$ cat src/rtl/jet_colormap_entry_top_defines.svh
// assertion macros shared by the jet colormap rtl
`ifndef JET_COLORMAP_ENTRY_TOP_DEFINES_SVH
`define JET_COLORMAP_ENTRY_TOP_DEFINES_SVH

// same-cycle implication, disabled during reset
`define JCE_ASSERT_SAME(label, clk, rst, ante, cons, msg) \
   label: assert property (@(posedge clk) disable iff (rst) (ante) |-> (cons)) \
      else $error(msg);

// next-cycle implication, disabled during reset
`define JCE_ASSERT_NEXT(label, clk, rst, ante, cons, msg) \
   label: assert property (@(posedge clk) disable iff (rst) (ante) |=> (cons)) \
      else $error(msg);

`endif

$ cat src/rtl/jce_pkg.sv
// shared widths, constants and types of the jet colormap block
package jce_pkg;

   localparam int IDX_W               = 10;
   localparam int SIZE_W              = 11;
   localparam int LEVEL_W             = 16;
   localparam int MAX_ENTRIES_DEFAULT = 1024;
   localparam int SIZE_CAP            = 2047;

   localparam logic [SIZE_W-1:0]  SIZE_RESET = 11'd64;
   localparam logic [LEVEL_W-1:0] LEVEL_ONE  = 16'hFFFF;

   // register enables of the three stages inside a level lane
   typedef struct packed {
      logic en_a;
      logic en_b;
      logic en_c;
   } jce_stage_ctl_type;

endpackage

$ cat src/rtl/jce_cfg.sv
// size register, derived segment length and offset, and reciprocal sequencer
module jce_cfg #(
   parameter int MAX_ENTRIES = jce_pkg::MAX_ENTRIES_DEFAULT,
   parameter int M_W         = 11,
   parameter int N_W         = 10,
   parameter int S           = 27
) (
   input  logic                      clock,
   input  logic                      reset,
   input  logic                      csr_write_enable,
   input  logic [jce_pkg::SIZE_W-1:0] csr_write_data,
   output logic [M_W-1:0]            size_m,
   output logic [N_W-1:0]            seg_n,
   output logic [N_W-1:0]            offset_t,
   output logic [S:0]                recip,
   output logic                      busy
);
   import jce_pkg::*;

   localparam int CW = $clog2(S + 1);

   logic [SIZE_W-1:0] size_src;
   logic [31:0]       m_wide;
   logic [M_W-1:0]    m_in;
   logic [M_W:0]      n_sum;
   logic [N_W-1:0]    n_in;
   logic [N_W:0]      th_sum;
   logic [N_W-1:0]    t_in;

   logic [M_W-1:0]    m_ff;
   logic [N_W-1:0]    n_ff;
   logic [N_W-1:0]    t_ff;

   logic              busy_ff;
   logic [CW-1:0]     cnt_ff;
   logic [N_W-1:0]    rem_ff;
   logic [S:0]        q_ff;
   logic [N_W:0]      shifted;
   logic [N_W:0]      diff;
   logic              qbit;

   // clamp to the supported size, then n = ceil(m/4), t = ceil(n/2) - (m mod 4 == 1)
   always_comb begin
      size_src = reset ? SIZE_RESET : csr_write_data;
      m_wide   = (32'(size_src) > 32'(MAX_ENTRIES)) ? 32'(MAX_ENTRIES) : 32'(size_src);
      m_in     = m_wide[M_W-1:0];
      n_sum    = {1'b0, m_in} + (M_W+1)'(3);
      n_in     = n_sum[M_W:2];
      th_sum   = {1'b0, n_in} + (N_W+1)'(1);
      t_in     = th_sum[N_W:1] - ((m_in[1:0] == 2'b01) ? N_W'(1) : N_W'(0));
   end

   always_ff @(posedge clock) begin
      if (reset) begin
         m_ff <= m_in;
         n_ff <= n_in;
         t_ff <= t_in;
      end else if (csr_write_enable) begin
         m_ff <= m_in;
         n_ff <= n_in;
         t_ff <= t_in;
      end
   end

   // restoring division of 2^S by n, one quotient bit a cycle
   always_comb begin
      shifted = {rem_ff, (cnt_ff == CW'(S))};
      diff    = shifted - {1'b0, n_ff};
      qbit    = (shifted >= {1'b0, n_ff});
   end

   always_ff @(posedge clock) begin
      if (reset || csr_write_enable) begin
         busy_ff <= 1'b1;
         cnt_ff  <= CW'(S);
         rem_ff  <= '0;
         q_ff    <= '0;
      end else if (busy_ff) begin
         rem_ff  <= qbit ? diff[N_W-1:0] : shifted[N_W-1:0];
         q_ff    <= {q_ff[S-1:0], qbit};
         cnt_ff  <= cnt_ff - CW'(1);
         if (cnt_ff == '0) begin
            busy_ff <= 1'b0;
         end
      end
   end

   assign size_m   = m_ff;
   assign seg_n    = n_ff;
   assign offset_t = t_ff;
   assign recip    = q_ff;
   assign busy     = busy_ff;

endmodule

$ cat config.mk
export PLATFORM = sky130hd
export DESIGN_NAME = jce_cfg
export DESIGN_NICKNAME = d
export VERILOG_FILES = /design/src/rtl/jet_colormap_entry_top_defines.svh /design/src/rtl/jce_pkg.sv /design/src/rtl/jce_cfg.sv
export SDC_FILE = /design/constraint.sdc
export NUM_CORES = 1
export LEC_CHECK = 0
export BUFFER_PORTS_ARGS = -buffer_cell sky130_fd_sc_hd__buf_2
export CAP_MARGIN = 40
export CORE_UTILIZATION = 55
export DETAILED_ROUTE_END_ITERATION = 7
export GPL_TIMING_DRIVEN = 1
export MAX_ROUTING_LAYER = met4
export PLACE_DENSITY = 0.85
export SLEW_MARGIN = 20
export SYNTH_ARGS = -nofsm -noshare
export SYNTH_HDL_FRONTEND = slang
export SYNTH_SLANG_ARGS = --single-unit
$ cat constraint.sdc
create_clock -name clock -period 6.7 [get_ports clock]
set_input_delay 0.335 -clock clock [delete_from_list [all_inputs] [get_ports clock]]
set_output_delay 0.335 -clock clock [all_outputs]
set_load 0.05 [all_outputs]
# Word level (Yosys, flattened, before mapping)
# Cells that the tools add are included.
# totals
wordCells	31
output_inout_bits	60
regBits	75
inputBits	14
# classes
addsub	5
n_mux	12
reduce_logical	3
n_lt_le_gt_ge	2
n_eq_ne	2
# op_table
cell	n
10-bit 2-to-1 mux	5
11-bit 2-to-1 mux	4
11-bit by 2-bit adder with 12-bit output, second input constant	1
10-bit by 1-bit adder with 11-bit output, second input constant	1
11-bit by 10-bit greater-or-equal comparator with 1-bit output	1
11-bit > comparator, second input constant	1
10-bit by 1-bit subtractor with 10-bit output	1
10-bit subtractor	1
5-bit == test, second input constant	1
5-bit logical NOT	1
5-bit by 1-bit subtractor with 5-bit output, second input constant	1
1-bit 2-to-1 mux	3
2-bit by 1-bit == test with 1-bit output, second input constant	1
2-bit nonzero test	1
1-bit logical OR	1

# Logic depth before layout (Yosys ltp)
# logic_depth
word_depth	8
depth_mapped	12
ltp_nobuf	11

# Worst setup path before layout
# OpenSTA, ideal clock, no wires.
# synth_timing
path_type	input -> register
start	input port reset
end	register t_ff[7], in the netlist offset_t[7] (data pin)
slack_ns	3.924
setup_ns	0.262
path_buffers	2
stages	11
arrival_ns	2.514
required_ns	6.438
cell_sequence	buf_6 or2_2 clkbuf_1 nor2_1 ha_1 inv_1 ha_1 or4b_1 o211a_4 nor3_1 nor3b_2
# synth_via
elab_chain_cells	8
elab_cells_between_ends	10
classes_between	3 x add/sub; 1 x order compare; 1 x eq/ne; 5 x mux
# synth_lines
element	line	source
start: declaration	jce_cfg.sv:9	input logic reset,
11-bit 2-to-1 mux (*)	jce_cfg.sv:44	size_src = reset ? SIZE_RESET : csr_write_data;
11-bit > comparator	jce_cfg.sv:45	m_wide = (32'(size_src) > 32'(MAX_ENTRIES)) ? 32'(MAX_ENTRIES) : 32'(size_src);
11-bit 2-to-1 mux (*)	jce_cfg.sv:45	
11-bit by 2-bit adder with 12-bit output (*)	jce_cfg.sv:47	n_sum = {1'b0, m_in} + (M_W+1)'(3);
named net n_sum[3]	jce_cfg.sv:25	logic [M_W:0] n_sum;
10-bit by 1-bit adder with 11-bit output (*)	jce_cfg.sv:49	th_sum = {1'b0, n_in} + (N_W+1)'(1);
10-bit by 1-bit subtractor with 10-bit output (*)	jce_cfg.sv:50	t_in = th_sum[N_W:1] - ((m_in[1:0] == 2'b01) ? N_W'(1) : N_W'(0));
named net t_in[7]	jce_cfg.sv:28	logic [N_W-1:0] t_in;
10-bit 2-to-1 mux	jce_cfg.sv:58	end else if (csr_write_enable) begin
10-bit 2-to-1 mux (*)	jce_cfg.sv:54	if (reset) begin
end signal: assignment	jce_cfg.sv:57	t_ff <= t_in;
end signal: assignment	jce_cfg.sv:61	t_ff <= t_in;
end: declaration	jce_cfg.sv:32	logic [N_W-1:0] t_ff;
# Mark *: on every way through the listed nets, which the timed path passes. The rest lies on a longest branch. The select of a mux whose other input is x is not followed.
# A chain may end at the register's enable or synchronous reset.

# Worst setup path after layout
# layout_timing
start	register cnt_ff[1]
end	register rem_ff[4]
# layout_via
elab_chain_cells	3
elab_cells_between_ends	4
classes_between	1 x add/sub; 1 x order compare; 1 x eq/ne; 1 x mux
# layout_lines
element	line	source
start: declaration	jce_cfg.sv:35	logic [CW-1:0] cnt_ff;
start signal: assignment	jce_cfg.sv:75	cnt_ff <= CW'(S);
start signal: assignment	jce_cfg.sv:81	cnt_ff <= cnt_ff - CW'(1);
5-bit == test (*)	jce_cfg.sv:67	shifted = {rem_ff, (cnt_ff == CW'(S))};
10-bit subtractor / 11-bit by 10-bit greater-or-equal comparator with 1-bit output (equally long branches)	jce_cfg.sv:68, jce_cfg.sv:69	
10-bit 2-to-1 mux (*)	jce_cfg.sv:79	rem_ff <= qbit ? diff[N_W-1:0] : shifted[N_W-1:0];
end signal: assignment	jce_cfg.sv:79	
end: declaration	jce_cfg.sv:36	logic [N_W-1:0] rem_ff;
# Every way passes the cells marked *; elsewhere a longest branch is shown, timed or not.

==> results.cfg <==
[run_status]
status = complete, no violations

[setup_path]
cpMaxStageDelayCell = or2_2
crit_path_end_kind = flip-flop
r2r_start = cnt_ff[1]$_SDFFE_PP1P_
crit_path_max_incr_delay_ns = 0.43
crit_type = reg2reg
rrSetupSlack_ns = 3.93
crit_path_start = cnt_ff[1]$_SDFFE_PP1P_
crit_required_ns = 6.98
r2r_cells = 10
cp_cell_sequence = ha_1 -> nand4b_1 -> ha_1 -> nand4_1 -> o31ai_1 -> or3_1 -> nor3_1 -> or2_2 -> or3_1 -> a31oi_1
critPathBufInv = 0
startpoint_type = flip-flop
crit_cells = 10
critPathCapture = rem_ff[4]$_SDFFE_PP0P_
r2r_end = rem_ff[4]$_SDFFE_PP0P_
crit_family = simple AND/OR/NAND/NOR gates
worstPathArrival_ns = 3.05
path_max_fanout = 11

[placed_design]
gp_congestion = 0.906
place_inst = 544
numPortBuffers = 73
dp.final_hpwl_mm = 5.91

[timing]
period_needed_ns = 2.77
hold_viol = 0
tightest_slew_ns = 0.695
setup_violations = 0
fin_crit_sh_pct = 41.4
slew_headroom_pct = 53.4
fin_tns_setup_ns = 0
grt_setup_unrepaired = no
clock_skew_ns = 0.0113
whs_ns = 0.348
fmax_mhz = 361
finalMaxSlewViolations = 0

[final_layout]
stdcell_count = 560
antenna_cells = 0
fin_nets = 490
syn_to_final_growth_pct = 16.2
fin_util_pct = 66.5
drive_gt1_share_pct = 24.4

[yosys]
synth_mux_area_share_pct = 7.50
synth_top_cell_by_area = edfxtp_1
synth_fa_ha_area_share_pct = 5.66
synth_area_leaders = edfxtp_1 24%, dfxtp_1 23%, mux2i_1 7.2%
synth_top_area_share_pct = 23.9
ys_types = 65
synthSimpleGateAreaFrac_pct = 18.2
synth_area_um2 = 3890
synth_edf_count = 31
synthCells = 388
synth_common_cells = 44 x dfxtp_1, 44 x nor2_1, 31 x edfxtp_1
ys_async_sr_fraction_pct = 0
synth_compound_area_share_pct = 12.7
synth_xor_area_share_pct = 4.28
avgSynthCellArea_um2 = 10.0
synth_top_family_by_area = simple AND/OR/NAND/NOR gates
synth-seq-cells = 75
yosys_warnings = 0
synth_nets = 419
synthFlopType = dfxtp_1
ys_seq_area_share_pct = 46.6

[global_route]
grtUsageMet1_pct = 30.5
grt_util_met3_pct = 6.16
grt_pass1_vias = 2850
grt_pass1_wl_mm = 13.5
grt-busiest-layer = met2
track_usage_pct = 24.2
use_met2_pct = 37.7
antenna_found_initial = 0
grt_max_degree = 34
grt_overflow = 0

[floorplanning]
initial_core_util_pct = 57.2
ioPinCount = 74
die_area_um2 = 7410
rows = 30
fp.dieW_um = 86.1
core_area_um2 = 6790
die_h_um = 86.1

[cts]
cts_tree = yes
clkLatencyLatePin_ns = 0.36
cts_made_buffers = 9
clk_pin_slew_worst_paths_ns = 0.09
cts_buffer_depth = 2
cts-root-buf = clkbuf_8
cts.sinks = 75
cts_max_level = 3
post_cts_resized = 0
cts_setup_buffers = 0
cts_hold_buffers = 0

[worst_hold_path]
hold_class = in2reg

[pwr]
vdd_drop_max_mv = 0.136
p_leak_nw = 2.12
p_per_area_nw_per_um2 = 230

[detailed_routing]
drt_iter0_drc = 146
vias = 3104
drc = 0
first_pass_iters = 4
vias_per_cell = 5.54
wl_mm = 8.21
wire_per_inst_um = 14.7
ant_nets = 0

[run]
drv_cap = 0
==> where the power goes <==
group	leakage (nW)	switching, mW	internal [mW]
registers	0.684	0.00980	0.496
clock network	0.101	0.186	0.164
logic	1.34	0.131	0.0508
==> final cells by class <==
type	count	area, um2
clock buffer	10	149
clock inverter	6	51.3
fill	533	2280
inverter	27	101
multi-input combinational	270	1880
sequential	75	1810
tap	96	120
timing repair buffer	76	400
==> routing by layer <==
layer  up-vias  routed length [um]
li1       1518                   -
met1      1498                3700
met2        73                4030
met3        15                 340
met4         0                 143
met5         -                   0
==> placed cells by master, fill, tap and decap left out, types with 6 or more instances in the layout <==
cell / count
inv_1: 26
a31oi_1: 8
and2_1: 6
buf_2: 73
mux2i_1: 28
edfxtp_1: 31
a21oi_1: 12
dfxtp_1: 43
nand4_1: 7
xnor2_1: 15
o21ai_0: 16
nor2_1: 44
nor3_1: 9
nand3_1: 10
nand2_1: 28
clkbuf_8: 9
ha_1: 16
==> per-stage QoR <==
step | setup WS [ns] | total power [mW] | instance area [um2]
5_1_grt | 3.72 | 1.08 | 4520
6_report | 3.93 | 1.04 | 4520
2_1_floorplan | 3.92 | 0.654 | 3890
3_5_place_dp | 3.66 | 0.697 | 4320
3_3_place_gp | 3.78 | 0.691 | 4290
4_1_cts | 3.93 | 1.04 | 4520
==> registers in the layout (all words and copies together) (netlist names) <==
signal    count
recip        28
size_m       11
offset_t     10
rem_ff       10
seg_n        10
cnt_ff        5
busy          1
==> how the worst min path moves through the flow <==
stage          cells past startpoint              startpoint                endpoint
6_report                           2       csr_write_data[2]     size_m[2]$_DFFE_PP_
2_1_floorplan                      2  rem_ff[9]$_SDFFE_PP0P_  rem_ff[9]$_SDFFE_PP0P_
5_1_grt                            2       csr_write_data[2]     size_m[2]$_DFFE_PP_
3_5_place_dp                       2  rem_ff[9]$_SDFFE_PP0P_  rem_ff[9]$_SDFFE_PP0P_
3_3_place_gp                       2  rem_ff[9]$_SDFFE_PP0P_  rem_ff[9]$_SDFFE_PP0P_
4_1_cts                            2       csr_write_data[2]     size_m[2]$_DFFE_PP_
==> logic make-up after synthesis <==
logic type / after synthesis
xor gates and xnor gates: 19
AOI/OAI and AO/OA: 68
buffers and inverters: 43
and+or+nand+nor: 136
other: 1
muxes: 29
DFF: 75
adders and majority gates: 17
No activity file was read; power rests on OpenSTA's default activity.
