==> config.mk <==
export PLATFORM = sky130hd
export DESIGN_NAME = jce_level
export DESIGN_NICKNAME = d
export VERILOG_FILES = /design/src/rtl/jet_colormap_entry_top_defines.svh /design/src/rtl/jce_pkg.sv /design/src/rtl/jce_level.sv
export SDC_FILE = /design/constraint.sdc
export NUM_CORES = 2
export LEC_CHECK = 0
export BUFFER_PORTS_ARGS = -buffer_cell sky130_fd_sc_hd__buf_2
export CORE_AREA = 4 4 209 231
export CTS_BUF_LIST = sky130_fd_sc_hd__clkbuf_16
export DETAILED_ROUTE_END_ITERATION = 10
export DIE_AREA = 0 0 213 235
export PLACE_DENSITY = 0.79
export REMOVE_ABC_BUFFERS = 1
export SLEW_MARGIN = 30
export SYNTH_ARGS = -nofsm -noshare
export SYNTH_HDL_FRONTEND = slang
export SYNTH_SLANG_ARGS = --single-unit
export TNS_END_PERCENT = 50
==> constraint.sdc <==
create_clock -name clock -period 8.76 [get_ports clock]
set_input_delay 1.314 -clock clock [delete_from_list [all_inputs] [get_ports clock]]
set_output_delay 1.314 -clock clock [all_outputs]
set_load 0.02 [all_outputs]
==> src/rtl/jet_colormap_entry_top_defines.svh <==
// assertion macros shared by the jet colormap rtl
`ifndef JET_COLORMAP_ENTRY_TOP_DEFINES_SVH
`define JET_COLORMAP_ENTRY_TOP_DEFINES_SVH

// same-cycle implication, disabled during reset
`define JCE_ASSERT_SAME(label, clk, rst, ante, cons, msg) \
   label: assert property (@(posedge clk) disable iff (rst) (ante) |-> (cons)) \
      else $error(msg);

// next-cycle implication, disabled during reset
`define JCE_ASSERT_NEXT(label, clk, rst, ante, cons, msg) \
   label: assert property (@(posedge clk) disable iff (rst) (ante) |=> (cons)) \
      else $error(msg);

`endif

==> src/rtl/jce_pkg.sv <==
// shared widths, constants and types of the jet colormap block
package jce_pkg;

   localparam int IDX_W               = 10;
   localparam int SIZE_W              = 11;
   localparam int LEVEL_W             = 16;
   localparam int MAX_ENTRIES_DEFAULT = 1024;
   localparam int SIZE_CAP            = 2047;

   localparam logic [SIZE_W-1:0]  SIZE_RESET = 11'd64;
   localparam logic [LEVEL_W-1:0] LEVEL_ONE  = 16'hFFFF;

   // register enables of the three stages inside a level lane
   typedef struct packed {
      logic en_a;
      logic en_b;
      logic en_c;
   } jce_stage_ctl_type;

endpackage

==> src/rtl/jce_level.sv <==
// one color lane: ramp step, scaled product, reciprocal quotient and remainder
module jce_level #(
   parameter int N_W = 10,
   parameter int S   = 27,
   parameter int PW  = 13
) (
   input  logic                          clock,
   input  jce_pkg::jce_stage_ctl_type    ctl,
   input  logic [N_W-1:0]                seg_n,
   input  logic [S:0]                    recip,
   input  logic signed [PW-1:0]          pos,
   output logic [jce_pkg::LEVEL_W-1:0]   level
);
   import jce_pkg::*;

   localparam int PPW = N_W + LEVEL_W;
   localparam int XW  = PPW + S + 1;

   logic signed [PW-1:0] sn;
   logic signed [PW-1:0] len;
   logic signed [PW-1:0] k_full;
   logic [N_W-1:0]       k_in;
   logic [N_W-1:0]       k_ff;

   logic [PPW-1:0]       p_in;
   logic [XW-1:0]        prod_in;
   logic [PPW-1:0]       p_ff;
   logic [XW-1:0]        prod_ff;

   logic [LEVEL_W-1:0]   q0;
   logic [PPW-1:0]       qn;
   logic [PPW-1:0]       rem_full;
   logic [LEVEL_W-1:0]   q0_ff;
   logic [N_W:0]         rem_ff;

   // ramp: rising for pos < n, flat to 2n-2, falling to 3n-2, zero outside
   always_comb begin
      sn  = $signed({{(PW-N_W){1'b0}}, seg_n});
      len = (sn <<< 1) + sn - $signed(PW'(1));
      if (pos < $signed(PW'(0)) || pos >= len) begin
         k_full = '0;
      end else if (pos < sn) begin
         k_full = pos + $signed(PW'(1));
      end else if (pos < len - sn) begin
         k_full = sn;
      end else begin
         k_full = len - pos;
      end
      k_in = k_full[N_W-1:0];
   end

   always_ff @(posedge clock) begin
      if (ctl.en_a) begin
         k_ff <= k_in;
      end
   end

   // p = k * 65535, then p * floor(2^S / n)
   always_comb begin
      p_in    = {k_ff, {LEVEL_W{1'b0}}} - PPW'(k_ff);
      prod_in = XW'(p_in) * XW'(recip);
   end

   always_ff @(posedge clock) begin
      if (ctl.en_b) begin
         p_ff    <= p_in;
         prod_ff <= prod_in;
      end
   end

   // estimate is exact or one low; the remainder, below 2n, is compared with n to tell which
   always_comb begin
      q0       = prod_ff[S +: LEVEL_W];
      qn       = PPW'(q0) * PPW'(seg_n);
      rem_full = p_ff - qn;
   end

   always_ff @(posedge clock) begin
      if (ctl.en_c) begin
         q0_ff  <= q0;
         rem_ff <= rem_full[N_W:0];
      end
   end

   assign level = (rem_ff >= {1'b0, seg_n}) ? q0_ff + LEVEL_W'(1) : q0_ff;

endmodule

* After elaboration in Yosys (flattened, before gate mapping)
Index checks and enable logic that the tools add are counted.
W data, S select, Z words.
** Storage, ports and cells
- Bits in registers :: 91
- Input bits :: 55
- Output and inout port bits :: 16
- Logic and storage cells :: 24
** Cells by class
- Add/sub/neg operators :: 8
- Multiply operators :: 2
- Magnitude comparators :: 5
- Multiplexer cells :: 3
- Reduce and logical (&&, ||, !) cells :: 1
** Operators by type and width (number)
- $mul A26 B28 Y43 :: 1
- $sub A26 B10 Y26 :: 1
- $mux W10 :: 2
- $add A16 B1 Y16 const B :: 1
- $mul A16 B10 Y11 :: 1
- $mux W16 :: 1
- $ge A13 B13 Y1 :: 1
- $lt A13 B1 Y1 const B :: 1
- $lt A13 B11 Y1 :: 1
- $lt A13 B13 Y1 :: 1
- $sub A12 B1 Y13 const B :: 1
- $sub A13 B11 Y13 :: 1
- $add A11 B10 Y12 :: 1
- $ge A11 B10 Y1 :: 1
- $sub A11 B11 Y11 :: 1
- $add A10 B2 Y10 const B :: 1
- $sub A10 B10 Y10 :: 1
- $logic_or A1 B1 Y1 :: 1

* Longest topological paths before layout
- Depth in word-level cells :: 6
- Mapped depth :: 32
- Mapped depth without buffers :: 30

* Worst setup path after synthesis
OpenSTA, ideal clock, no wires.
- Path type :: register to register
- From :: register k_ff[0]
- To :: register prod_ff[39] (data pin)
- Library setup time :: 0.258 ns
- Data arrival time :: 7.919 ns
- Data required time :: 8.502 ns
- Slack :: 0.583 ns
- Stages on the path, launching flop included :: 31
- Buffers on the path :: 2
- Clock period less this slack :: 8.177 ns
- Path through :: edfxtp_1 -> inv_1 -> ha_1 -> or4b_4 -> o21ai_0 -> and2_1 -> clkbuf_1 -> clkbuf_1 -> nand2_1 -> fa_1 -> inv_1 -> fa_1 -> fa_1 -> inv_1 -> fa_1 -> inv_1 -> fa_1 -> inv_1 -> fa_1 -> inv_1 -> fa_1 -> ha_1 -> nand3_1 -> nor3_1 -> a311oi_1 -> o41ai_1 -> o2111ai_1 -> nand3b_1 -> a311o_1 -> a21oi_1 -> xnor2_1
** Between the ends
- Cells in the longest elaborated chain, start to end :: 2
** RTL lines
- start, declared :: line jce_level.sv:23 : logic [N_W-1:0] k_ff;
- start signal, assigned :: line jce_level.sv:54 : k_ff <= k_in;
- $sub A26 B10 Y26 :: line jce_level.sv:60 : p_in = {k_ff, {LEVEL_W{1'b0}}} - PPW'(k_ff);
- via p_in[8] :: line jce_level.sv:25 : logic [PPW-1:0] p_in;
- $mul A26 B28 Y43 :: line jce_level.sv:61 : prod_in = XW'(p_in) * XW'(recip);
- via prod_in[39] :: line jce_level.sv:26 : logic [XW-1:0] prod_in;
- end signal, assigned :: line jce_level.sv:67 : prod_ff <= prod_in;
- end, declared :: line jce_level.sv:28 : logic [XW-1:0] prod_ff;
The timed path passes the listed nets, and every way through them passes these cells.
A chain may end at the register's enable or synchronous reset.

* Worst setup path in the final report
- From :: register k_ff[0]
- To :: register prod_ff[39] (data pin)
** Between the ends
- Cells in the longest elaborated chain, start to end :: 2
** RTL lines (line)
- $sub A26 B10 Y26 :: jce_level.sv:60
- $mul A26 B28 Y43 :: jce_level.sv:61
- via prod_in[39] :: jce_level.sv:26
The timed path passes the listed nets, and every way through them passes these cells.

==> metrics.md <==
| Metric | Value |
|---|---|
| Status | finished, final reports clean |
| Worst stage delay on the critical path | 0.56 ns |
| First-pass GRT wire length | 120 mm |
| Gpl congestion | roughly 0.95 |
| Worst-path clk slew | roughly 0.06 ns |
| Critical Path End Type | register |
| IO Count | 71 |
| Chip height | 235 um |
| Clock buffer depth | 2 |
| DIE AREA | 50100 sq um |
| Post-DRT Antenna Nets | 0 |
| Crit path top cell by count | fa_1 |
| Vias per cell | 5.67 |
| Die W | between 200 and 250 um |
| Row count | 82 |
| Compound-Gate Fraction of Synth Area | approximately 4.6% |
| Sequential area share after synthesis | approximately 7.0% |
| Distinct cell type count after synthesis | 59 |
| Pin count of the biggest net entering global routing | 68 |
| Seq cells post-synth | 64 |
| Clk sinks | between 60 and 70 |
| Overall routing resource usage | between 30% and 40% |
| Max-slew violations | 0 |
| Initial antenna violation count | 0 |
| Final TNS setup | 0 ns |
| Req. time, crit path | 8.85 ns |
| Post-Synthesis Cell Area | 27300 sq um |
| Core area | 45700 sq um |
| 1st-iter DRT viols | around 1300 |
| Final Hold Viols | 0 |
| Ys flop type | edfxtp_1 |
| Vias in the first global route | about 23000 |
| Final net count | 3924 |
| Final setup violation count | 0 |
| Setup crit start | k_ff[0] |
| Mux contribution to synthesized area | 0.472% |
| Final Routed Wirelength | 74.1 mm |
| Fin crit period | around 8.4 ns |
| Final Skew | 0.00692 ns |
| Crit path max fanout | 31 |
| Clk_lat worst skew | ~0.34 ns |
| CTS H-tree depth | 3 |
| Inserted Clock Buffers | 9 |
| FMAX | 119 MHz |
| Slew of the pin with the lowest slew margin | 1.07 ns |
| Area Overhead vs Synth | 5.56% |
| WL/cell | just over 20 um |
| Crit path DAT | 8.48 ns |
| RSZ-0062 raised after global routing | false |
| DR DRC count | 0 |
| CP max stage cell | fa_1 |
| Xor and xnor area share after synthesis | 4.00% |
| Number of synthesized flops with an enable pin | 64 |
| Avg Synthesized Cell Area | 9.11 sq um |
| Startpoint types | register |
| Largest family of logic cells by synthesized area | adder cells |
| Starting Density | 59.8% |
| Worst setup path category | register to register |
| Simple-gate share of the synthesized area | 15.6% |
| Max-cap violation count | 0 |
| Worst min path class | register to register |
| Critical R2R Launch | k_ff[0] |
| Synth async-reset ratio | 0% |
| Cell Count, Final, Fillers Out | around 3600 |
| Root Driver | clkbuf_16 |
| Crit share post-route | 95.8% |
| Input/output buffers | 70 |
| Placed Instances | 3578 |
| Post-DP HPWL | 59.4 mm |
| Slew HR | 28.4% |
| Post-Syn Instances | 2993 |
| Ratio of cells with drive above 1 in the final layout | 6.17% |
| Fin area | around 29000 sq um |
| WHS | just under 0.5 ns |
| Synth warn | 0 |
| Clock tree from TritonCTS | done |
| Hold Startpoint | prod_ff[41] |
| Area after DPL | 28400 sq um |
| Grt total ovfl | 0 |
| FF-to-FF setup slack | roughly 0.37 ns |
| Adder-Cell Fraction of Synth Area | 56.3% |
| Pre-antenna DRT Iters | 5 |
| Via count | between 20000 and 25000 |
layout by cell type, fill, tap and decap left out, drive strengths merged, types with 2 or more instances in the layout:
| cell type | netlist | routed |
|---|---|---|
| inv | 747 | 750 |
| fa | 612 | 612 |
| nand2 | 431 | 431 |
| and2 | 280 | 280 |
| ha | 249 | 249 |
| buf | 3 | 123 |
| xnor2 | 93 | 93 |
| edfxtp | 64 | 64 |
| a21oi | 56 | 56 |
| nor2 | 47 | 47 |
| o21ai | 36 | 36 |
| xor2 | 30 | 30 |
| nand3 | 26 | 26 |
| a21o | 23 | 23 |
| nor2b | 19 | 19 |
| o21a | 16 | 16 |
| nor3 | 16 | 16 |
| a211oi | 14 | 14 |
| clkbuf | 118 | 11 |
| and3 | 10 | 10 |
| nand4 | 10 | 10 |
| nand2b | 10 | 10 |
| o21bai | 9 | 9 |
| mux2i | 8 | 8 |
| or2 | 7 | 7 |
| a31oi | 7 | 7 |
| a31o | 5 | 5 |
| a21boi | 5 | 5 |
| or3 | 5 | 5 |
| o211ai | 4 | 4 |
| mux2 | 4 | 4 |
| o31ai | 4 | 4 |
| clkinvlp | 0 | 3 |
| a2111oi | 2 | 2 |
| a311oi | 2 | 2 |
| and4 | 2 | 2 |
| nor4 | 2 | 2 |
| nor3b | 2 | 2 |
| o2111ai | 2 | 2 |
Yosys cell counts, types with 8 or more instances:
master,count,area share (%)
a211oi_1,14,0.39
a21o_1,23,0.63
a21oi_1,55,1.0
and2_1,280,6.4
and3_1,10,0.23
clkbuf_1,118,1.6
edfxtp_1,64,7.0
fa_1,612,45
ha_1,249,11
inv_1,747,10
mux2i_1,8,0.29
nand2_1,429,5.9
nand2b_1,10,0.23
nand3_1,26,0.48
nand4_1,10,0.23
nor2_1,47,0.65
nor2b_1,19,0.44
nor3_1,16,0.29
o21a_1,16,0.44
o21ai_0,34,0.62
o21bai_1,9,0.25
xnor2_1,91,2.9
xor2_1,30,0.96
worst max-delay path: cells and delay by family (launching register included):
family | cells | cell delay (ns)
compound gates | 5 | 1.31
xor+xnor | 2 | 0.24
fa+ha+maj | 8 | 3.83
buf+inv | 7 | 0.92
flops | 1 | 0.40
simple gates | 6 | 1.43
flip-flops by register name, indices dropped and copies added (netlist names):
name / flops
q0_ff: 16
prod_ff: 16
rem_ff: 11
k_ff: 10
p_ff: 11
cell type report:
class / instances / area (sq um)
multi-input combinational: 2061 / 22200
fill: 3677 / 16900
inverter: 747 / 2800
sequential: 64 / 1920
timing repair buffer: 125 / 812
tap: 588 / 736
clock buffer: 9 / 225
clock inverter: 7 / 78.8
antenna: 1 / 2.50
cell families (layout without fill, tap and decap cells):
| family | Yosys count | in the layout |
|---|---|---|
| AO/OA/AOI/OAI | 193 | 193 |
| AND/OR/NAND/NOR | 872 | 872 |
| multiplexers | 12 | 12 |
| XOR/XNOR | 123 | 123 |
| other | 0 | 1 |
| buffers and inverters | 868 | 888 |
| adder cells (fa/ha/maj) | 861 | 861 |
| flip-flops | 64 | 64 |
timing repair:
action,4_1_cts,5_1_grt
buffers inserted,0,6
endpoints found under the setup margin,0,9
hold buffers,0,0
resized for setup,0,11
routing by layer:
layer | GRT usage [%] | wire [um]
met1 | 37.0 | 26800
met5 | 0 | 0
met2 | 51.4 | 35800
met4 | 17.0 | 5110
met3 | 6.40 | 6440
final timing paths:
path                                    end  cells after the start
worst max-delay path            prod_ff[39]                     28
worst min-delay path              q0_ff[14]                      0
worst max register to register  prod_ff[39]                     28
worst min register to register    q0_ff[14]                      0
per-stage QoR:
step / utilization, % / worst slack [ns]
global route: 63.1 / 0.0174
global placement: 62.1 / 0.359
detailed placement: 62.1 / 0.155
finish: 63.1 / 0.365
CTS: 62.8 / 0.142
floorplan: - / -0.351
Power is left out: the tool's default activity adds up to more than one toggle a clock period on the data nets, which glitch-free logic cannot reach.
